--- config.mk ---
export PLATFORM = sky130hd
export DESIGN_NAME = rmq_fifo
export DESIGN_NICKNAME = d
export VERILOG_FILES = /design/src/hdl/rmq_pkg.sv /design/src/hdl/rmq_fifo.sv
export SDC_FILE = /design/constraint.sdc
export NUM_CORES = 1
export LEC_CHECK = 0
export ABC_AREA = 0
export BUFFER_PORTS_ARGS = -buffer_cell sky130_fd_sc_hd__clkbuf_2
export CAP_MARGIN = 20
export CORE_MARGIN = 2
export CORE_UTILIZATION = 43
export DETAILED_ROUTE_END_ITERATION = 10
export HOLD_SLACK_MARGIN = 0.15
export PLACE_DENSITY = 0.71
export SYNTH_ARGS = -nofsm -noshare
export SYNTH_HDL_FRONTEND = slang
export SYNTH_SLANG_ARGS = --single-unit
--- constraint.sdc ---
create_clock -name clk -period 1.92 [get_ports clk]
set_clock_uncertainty 0.2 [all_clocks]
set_input_delay 0.192 -clock clk [delete_from_list [all_inputs] [get_ports clk]]
set_output_delay 0.192 -clock clk [all_outputs]
set_load 0.02 [all_outputs]
--- src/hdl/rmq_pkg.sv ---
package rmq_pkg;

	localparam int IN_W          = 18;
	localparam int OUT_W         = 18;
	// sum or difference of two matrix elements
	localparam int TERM_W        = IN_W + 1;
	localparam int FRAC_BITS_DEF = 16;
	localparam int QUEUE_DEPTH   = 2;

	// which quaternion component comes from the half root
	typedef enum logic [1:0] {
		BR_X = 2'd0,
		BR_Y = 2'd1,
		BR_Z = 2'd2,
		BR_W = 2'd3
	} branch_t;

	// the three off-diagonal terms in ascending component order, skipping the branch one
	typedef struct packed {
		logic                     err;
		branch_t                  br;
		logic signed [TERM_W-1:0] n0;
		logic signed [TERM_W-1:0] n1;
		logic signed [TERM_W-1:0] n2;
	} cls_t;

endpackage

--- src/hdl/rmq_fifo.sv ---
module rmq_fifo import rmq_pkg::*; #(
	parameter int W     = 8,
	parameter int DEPTH = QUEUE_DEPTH
) (
	input  logic         clk,
	input  logic         arst_n,
	input  logic         wr,
	output logic         full,
	input  logic [W-1:0] wdata,
	input  logic         rd,
	output logic         empty,
	output logic [W-1:0] rdata
);

	localparam int PW = (DEPTH > 1) ? $clog2(DEPTH) : 1;
	localparam int CW = $clog2(DEPTH + 1);

	logic [W-1:0]  mem_q [DEPTH];
	logic [PW-1:0] wp_q, rp_q;
	logic [CW-1:0] cnt_q;
	logic          wr_en, rd_en;

	assign full  = (cnt_q == CW'(DEPTH));
	assign empty = (cnt_q == '0);
	assign wr_en = wr && !full;
	assign rd_en = rd && !empty;
	assign rdata = mem_q[rp_q];

	always_ff @(posedge clk or negedge arst_n) begin
		if (!arst_n) begin
			wp_q  <= '0;
			rp_q  <= '0;
			cnt_q <= '0;
		end else begin
			if (wr_en)
				wp_q <= (wp_q == PW'(DEPTH - 1)) ? '0 : wp_q + 1'b1;
			if (rd_en)
				rp_q <= (rp_q == PW'(DEPTH - 1)) ? '0 : rp_q + 1'b1;
			if (wr_en && !rd_en)
				cnt_q <= cnt_q + 1'b1;
			else if (rd_en && !wr_en)
				cnt_q <= cnt_q - 1'b1;
		end
	end

	always_ff @(posedge clk) begin
		if (wr_en)
			mem_q[wp_q] <= wdata;
	end

endmodule

==> summary.txt, run 1 <==
CTS Buf Count - 3
vias in the first global route - 441
Setup crit end kind - output pin
port bufs - 21
critical path type - reg2out
FILL cells - 145
fin area - 1075 um^2
CTS root buf - clkbuf_4
crit-path cells - mux2_2 -> clkbuf_2
Placer Congestion - 0.6671
1st-iter DRT viols - 1
Synth top area share - 61.44%
synth unique cells - 15
Mapped Avg Cell Area - 17.77 um^2
syn nets - 57
via/cell ratio - 4.551
leakage power - 0.0004536 uW
number of max-cap violations - 0
min Tclk post-route - 1.829 ns
synth top area cells - edfxtp_1 61%, dfrtp_1 13%, mux2_1 8.6%, mux2_2 2.9%, xnor2_1 2.2%
die footprint - 2176 um^2
Hold Vio Cnt, Final - 0
Area Growth Syn to Fin - 37.44%
Starting Density - 45.29%
Final #Nets - 96
Final TNS setup - 0 ns
hold path cells - 1
YS warnings - 0
final core occ - 62.25%
Pwr Density - 1348 nW/um^2
vias - 487
delay-heaviest family, CP - flip-flops
core area - 1727 um^2
Antenna Cells - 0
crit-path max FO - 9
# placed instances - 91
Antenna Violating Nets Remaining - 0
CTS sink count - 20
chip width - 46.65 um
FF-to-FF path depth - 7
Post-route DRC - 0
initial antenna violation count - 0
count leader, synth - edfxtp_1
clock slew at reported path FFs - 0.10 ns
CP required - 1.53 ns
flops & latches, synth - 20
Worst Max-Slew Pin Slew - 0.4111 ns
wirelength, routed - 1175 um
Hold Crit Class - reg2reg
pre-CTS setup slack - 0.2626 ns
CTS tree - done
Commonest cells post-synth - 16 x edfxtp_1, 6 x mux2_1, 4 x dfrtp_1
clock latency at the later pin of the worst-skew pair - 0.29 ns
register area share after synthesis - 74.24%
DR WL/cell - 10.98 um
cell accounting for the most synthesized area - edfxtp_1
R2R setup slack - 0.25 ns
Syn Inst Count - 44
Synth Cell Area - 782.0 um^2
Final Slew Violations - 0
IO Count - 22
peak supply drop - 0.8049 mV
clk buf depth - 2
post-DP HPWL - 834.7 um
fmax - 546.8 MHz
WP buf/inv - 1
highest cell delay on the worst timing path - 0.61 ns
EDFF count, synth - 16
pin count of the biggest net entering global routing - 12
status - complete, no violations
layout cells sized above 1 - 36.59%
Rows - 15
critical path depth - 2
fin crit share - 95.26%
post-synthesis async set-or-reset flop share - 20.00%
Area after DPL - 928.4 um^2
first-pass GRT wire length - 1773 um
CTS H-tree depth - 1
Arrival @ worst endpoint - 1.44 ns
Final Instance Count excl. Fillers - 107
# setup viols final - 0
worst setup margin - 0.09103 ns
top_reg_cell synth - edfxtp_1
Overall Global Routing Usage - 12.61%
die extent in y - 46.65 um
RSZ-0062 raised after global routing - no
Worst Setup Start Kind - flop
Setup Buffers After CTS - 0
Slowest cell on crit path - dfrtp_1
Slew headroom - 72.60%
DRT Pass-1 Iters - 2
GRT overflow - 0
## routing by layer
layer  vias up  global-route usage [%]  share of wire [%]
li1        238                       -                  -
met1       235                   14.07                 44
met2        12                   20.00                 51
met3         2                   4.706                3.4
met4         0                   8.333                1.5
met5         -                       0                  0
## power by group
group	leakage [uW]	total (uW)	internal, uW	switching (uW)
Clock	0.0000154	193	75.6	118
Combinational	0.000243	552	255	297
Sequential	0.000195	704	606	97.9
## path summary, 6_finish.rpt
kind,from,endpoint
hold reg to reg,wp_q,wp_q
setup reg to reg,cnt_q[0],cnt_q[1]
max in group asynchronous,arst_n,rp_q
setup / recovery,rp_q,rdata[7]
hold / removal,wp_q,wp_q
min in group asynchronous,arst_n,cnt_q[0]
## final cells by class
type	instances	area, um^2	area share, %
Inverter	2	7.507	0.6985
Multi-Input combinational cell	21	188.9	17.58
Timing Repair Buffer	35	240.2	22.35
Clock buffer	3	22.52	2.095
Sequential cell	20	580.6	54.02
Tap cell	25	31.28	2.910
Clock inverter	1	3.754	0.3492
## cells in the final DEF, fill, tap and decap left out, types with 2 or more instances in the layout
master          n
buf_4           2
clkbuf_2       21
clkbuf_4        3
dfrtp_1         4
dlygate4sd3_1  12
edfxtp_1       16
inv_1           2
mux2_1          6
mux2_2          2
nor2_1          3
xnor2_1         2
xor2_1          2
## per-stage QoR
step	power, uW	hold slack, ns
4_1_cts	1465	0.3310
3_5_place_dp	1255	-0.1963
5_1_grt	1542	0.3596
6_report	1449	0.3246
3_3_place_gp	1237	-0.1912
2_1_floorplan	1079	-0.3036
## repair_timing
| action | in CTS | in global routing |
|---|---|---|
| gates resized for setup | 0 | 0 |
| hold buffers | 12 | 0 |
| hold endpoints to repair | 22 | 0 |
## worst reg2reg max path, delay by kind of cell, from the launching register on
family,cells,cell delay [ns]
xor gates and xnor gates,2,0.29
buffers and inverters,1,0.05
DFF,1,0.45
adders and majority gates,1,0.18
and+or+nand+nor,3,0.45
## state kept, by name (all words and copies together) (netlist names)
register and count:
mem_q 16, cnt_q 2, rp_q 1, wp_q 1
## cells by family after synthesis
| logic type | Yosys count | share of synthesized area, % |
|---|---|---|
| xor+xnor | 5 | 6.561 |
| flops | 20 | 74.24 |
| simple gates | 6 | 3.841 |
| fa+ha+maj | 1 | 1.600 |
| mux | 8 | 11.52 |
| compound gates | 1 | 0.6394 |
| buf+inv | 3 | 1.600 |
No activity file was read; power rests on OpenSTA's default activity.
==> run 2: changes to the inputs <==
--- a/config.mk
+++ b/config.mk
@@ -12,7 +12,8 @@
 export CORE_UTILIZATION = 43
 export DETAILED_ROUTE_END_ITERATION = 10
 export HOLD_SLACK_MARGIN = 0.15
-export PLACE_DENSITY = 0.71
+export PLACE_DENSITY_LB_ADDON = 0.2
+export SLEW_MARGIN = 20
 export SYNTH_ARGS = -nofsm -noshare
 export SYNTH_HDL_FRONTEND = slang
 export SYNTH_SLANG_ARGS = --single-unit
==> run 2 against run 1 <==
Compared with the run above:
- sequential cell count unchanged
- critical path depth is the same
- clock-buffer cell count is 1 higher
- hold slack worse by 0.0011 ns
- sequential power decreased by 1%
- clock power barely moved
- largest cell class unchanged
- first-iteration DRC count rose to 5.0 times the previous value
- power down 1.2%
- critical endpoint unchanged
- cell area shrank 0.70%
- non-clock buffer count shrank 1
- highest routed layer is now met3
- die area is the same
==> summary.txt, run 2 (synthesis gave the netlist of run 1 again) <==
status - complete, no violations
vias - 455 (-6.6%)
Final Instance Count excl. Fillers - 106 (-0.93%)
PostCTS Resize Cnt - 0 (unchanged)
Setup Buffers After CTS - 0 (unchanged)
Setup crit end kind - output pin
most common cell after layout, fill and taps aside - clkbuf_2
WHS - 0.3235 ns (-0.001100 ns)
Rows - 15 (unchanged)
Worst Max-Slew Pin Slew - 0.3820 ns (-0.02912 ns)
Largest Register - mem_q
via/cell ratio - 4.292 (-5.7%)
wirelength, routed - 1192 um (+1.4%)
fin crit share - 93.02% (-2.2 points)
CTS tree - done
CTS Buf Count - 3 (unchanged)
layout cells sized above 1 - 35.80% (-0.78 points)
chip width - 46.65 um (unchanged)
Final Slew Violations - 0 (unchanged)
clock slew at reported path FFs - 0.10 ns (about the same)
DRT Pass-1 Iters - 3 (+1)
core area - 1727 um^2 (unchanged)
number of max-cap violations - 0 (unchanged)
peak supply drop - 0.7521 mV (-6.6%)
Post-route DRC - 0 (unchanged)
critical path type - reg2out
Antenna Cells - 0 (unchanged)
min Tclk post-route - 1.786 ns (-0.04306 ns)
IO Count - 22 (unchanged)
hold_buf cts - 12 (unchanged)
leakage power - 0.0004480 uW (-1.2%)
Final #Nets - 95 (-1.0%)
Arrival @ worst endpoint - 1.39 ns (-0.05 ns)
Worst Setup Start Kind - flop
DR WL/cell - 11.25 um (+2.4%)
CP required - 1.53 ns (about the same)
Starting Density - 45.29% (unchanged)
# setup viols final - 0 (unchanged)
max reg flops - 16 (unchanged)
Area Growth Syn to Fin - 36.48%
Antenna Violating Nets Remaining - 0 (unchanged)
final core occ - 61.81% (-0.43 points)
Hold Vio Cnt, Final - 0 (unchanged)
first-pass GRT wire length - 1890 um (+6.6%)
Hold Crit Class - reg2reg
biggest registers after layout - mem_q (16), cnt_q (2)
crit-path max FO - 9 (unchanged)
Final TNS setup - 0 ns (unchanged)
clk buf depth - 2 (unchanged)
FILL cells - 150 (+3.4%)
R2R setup slack - 0.27 ns (+0.02 ns)
fmax - 559.9 MHz (+2.4%)
GRT overflow - 0 (unchanged)
Overall Global Routing Usage - 12.88% (+0.27 points)
RSZ-0062 raised after global routing - no
port bufs - 21 (unchanged)
Placer Congestion - 0.6618 (-0.79%)
CTS sink count - 20 (unchanged)
die footprint - 2176 um^2 (unchanged)
post-DP HPWL - 770.3 um (-7.7%)
CTS H-tree depth - 1 (unchanged)
initial antenna violation count - 0 (unchanged)
clock latency at the later pin of the worst-skew pair - 0.28 ns (about the same)
pin count of the biggest net entering global routing - 12 (unchanged)
die extent in y - 46.65 um (unchanged)
vias in the first global route - 439 (-0.45%)
commonest non-fill, non-tap cells in the layout - 21 x clkbuf_2, 16 x edfxtp_1, 12 x dlygate4sd3_1
1st-iter DRT viols - 5 (+4)
Pwr Density - 1341 nW/um^2 (-0.50%)
Slew headroom - 74.54% (+1.9 points)
Multi-input gate area - 188.9 um^2 (unchanged)
CTS root buf - clkbuf_4
# placed instances - 90 (-1.1%)
register area - 580.6 um^2 (unchanged)
run 2: changes by cell type in the layout (fill, tap and decap cells not counted):
cell      previous run  this run
buf_4                2         1
clkbuf_1             0         1
clkinv_1             1         0
run 2: layer usage:
metal	wire length, um	global-route usage [%]	up-vias
li1	-	-	232
met2	636	21.94	9
met4	0	3.889	0
met1	518	16.45	214
met3	37	2.745	0
met5	0	0	-
run 2: final timing paths:
| kind | start | cells after the start | to |
|---|---|---|---|
| setup / recovery | rp_q | 2 | rdata[7] |
| hold / removal | wp_q | 1 | wp_q |
| setup reg to reg | cnt_q[0] | 6 | cnt_q[1] |
| hold reg to reg | wp_q | 1 | wp_q |
| max in group asynchronous | arst_n | 3 | cnt_q[0] |
| min in group asynchronous | arst_n | 3 | cnt_q[1] |
run 2: area by class of cell:
type,instances,area share (%)
Clock buffer,4,2.462
Multi-Input combinational cell,21,17.70
Tap cell,25,2.931
Inverter,2,0.7034
Sequential cell,20,54.40
Timing Repair Buffer,34,21.81
run 2: worst max-delay path: stages, from the launching register on:
cell and delay [ns]:
dfrtp_1 0.58, mux2_2 0.38, clkbuf_2 0.15
run 2: metrics by stage:
step	total power (uW)	setup WS (ns)	area, um^2
floorplan	1079	0.3279	782.0
global placement	1234	0.3069	920.9
detailed placement	1240	0.2521	920.9
CTS	1451	0.09283	1067
global route	1530	0.04633	1067
finish	1432	0.1341	1067
run 2: where the power goes:
part / internal (uW) / switching (uW) / total (uW)
Combinational: 247 / 298 / 545
Sequential: 605 / 88.7 / 694
Clock: 80.5 / 112 / 193
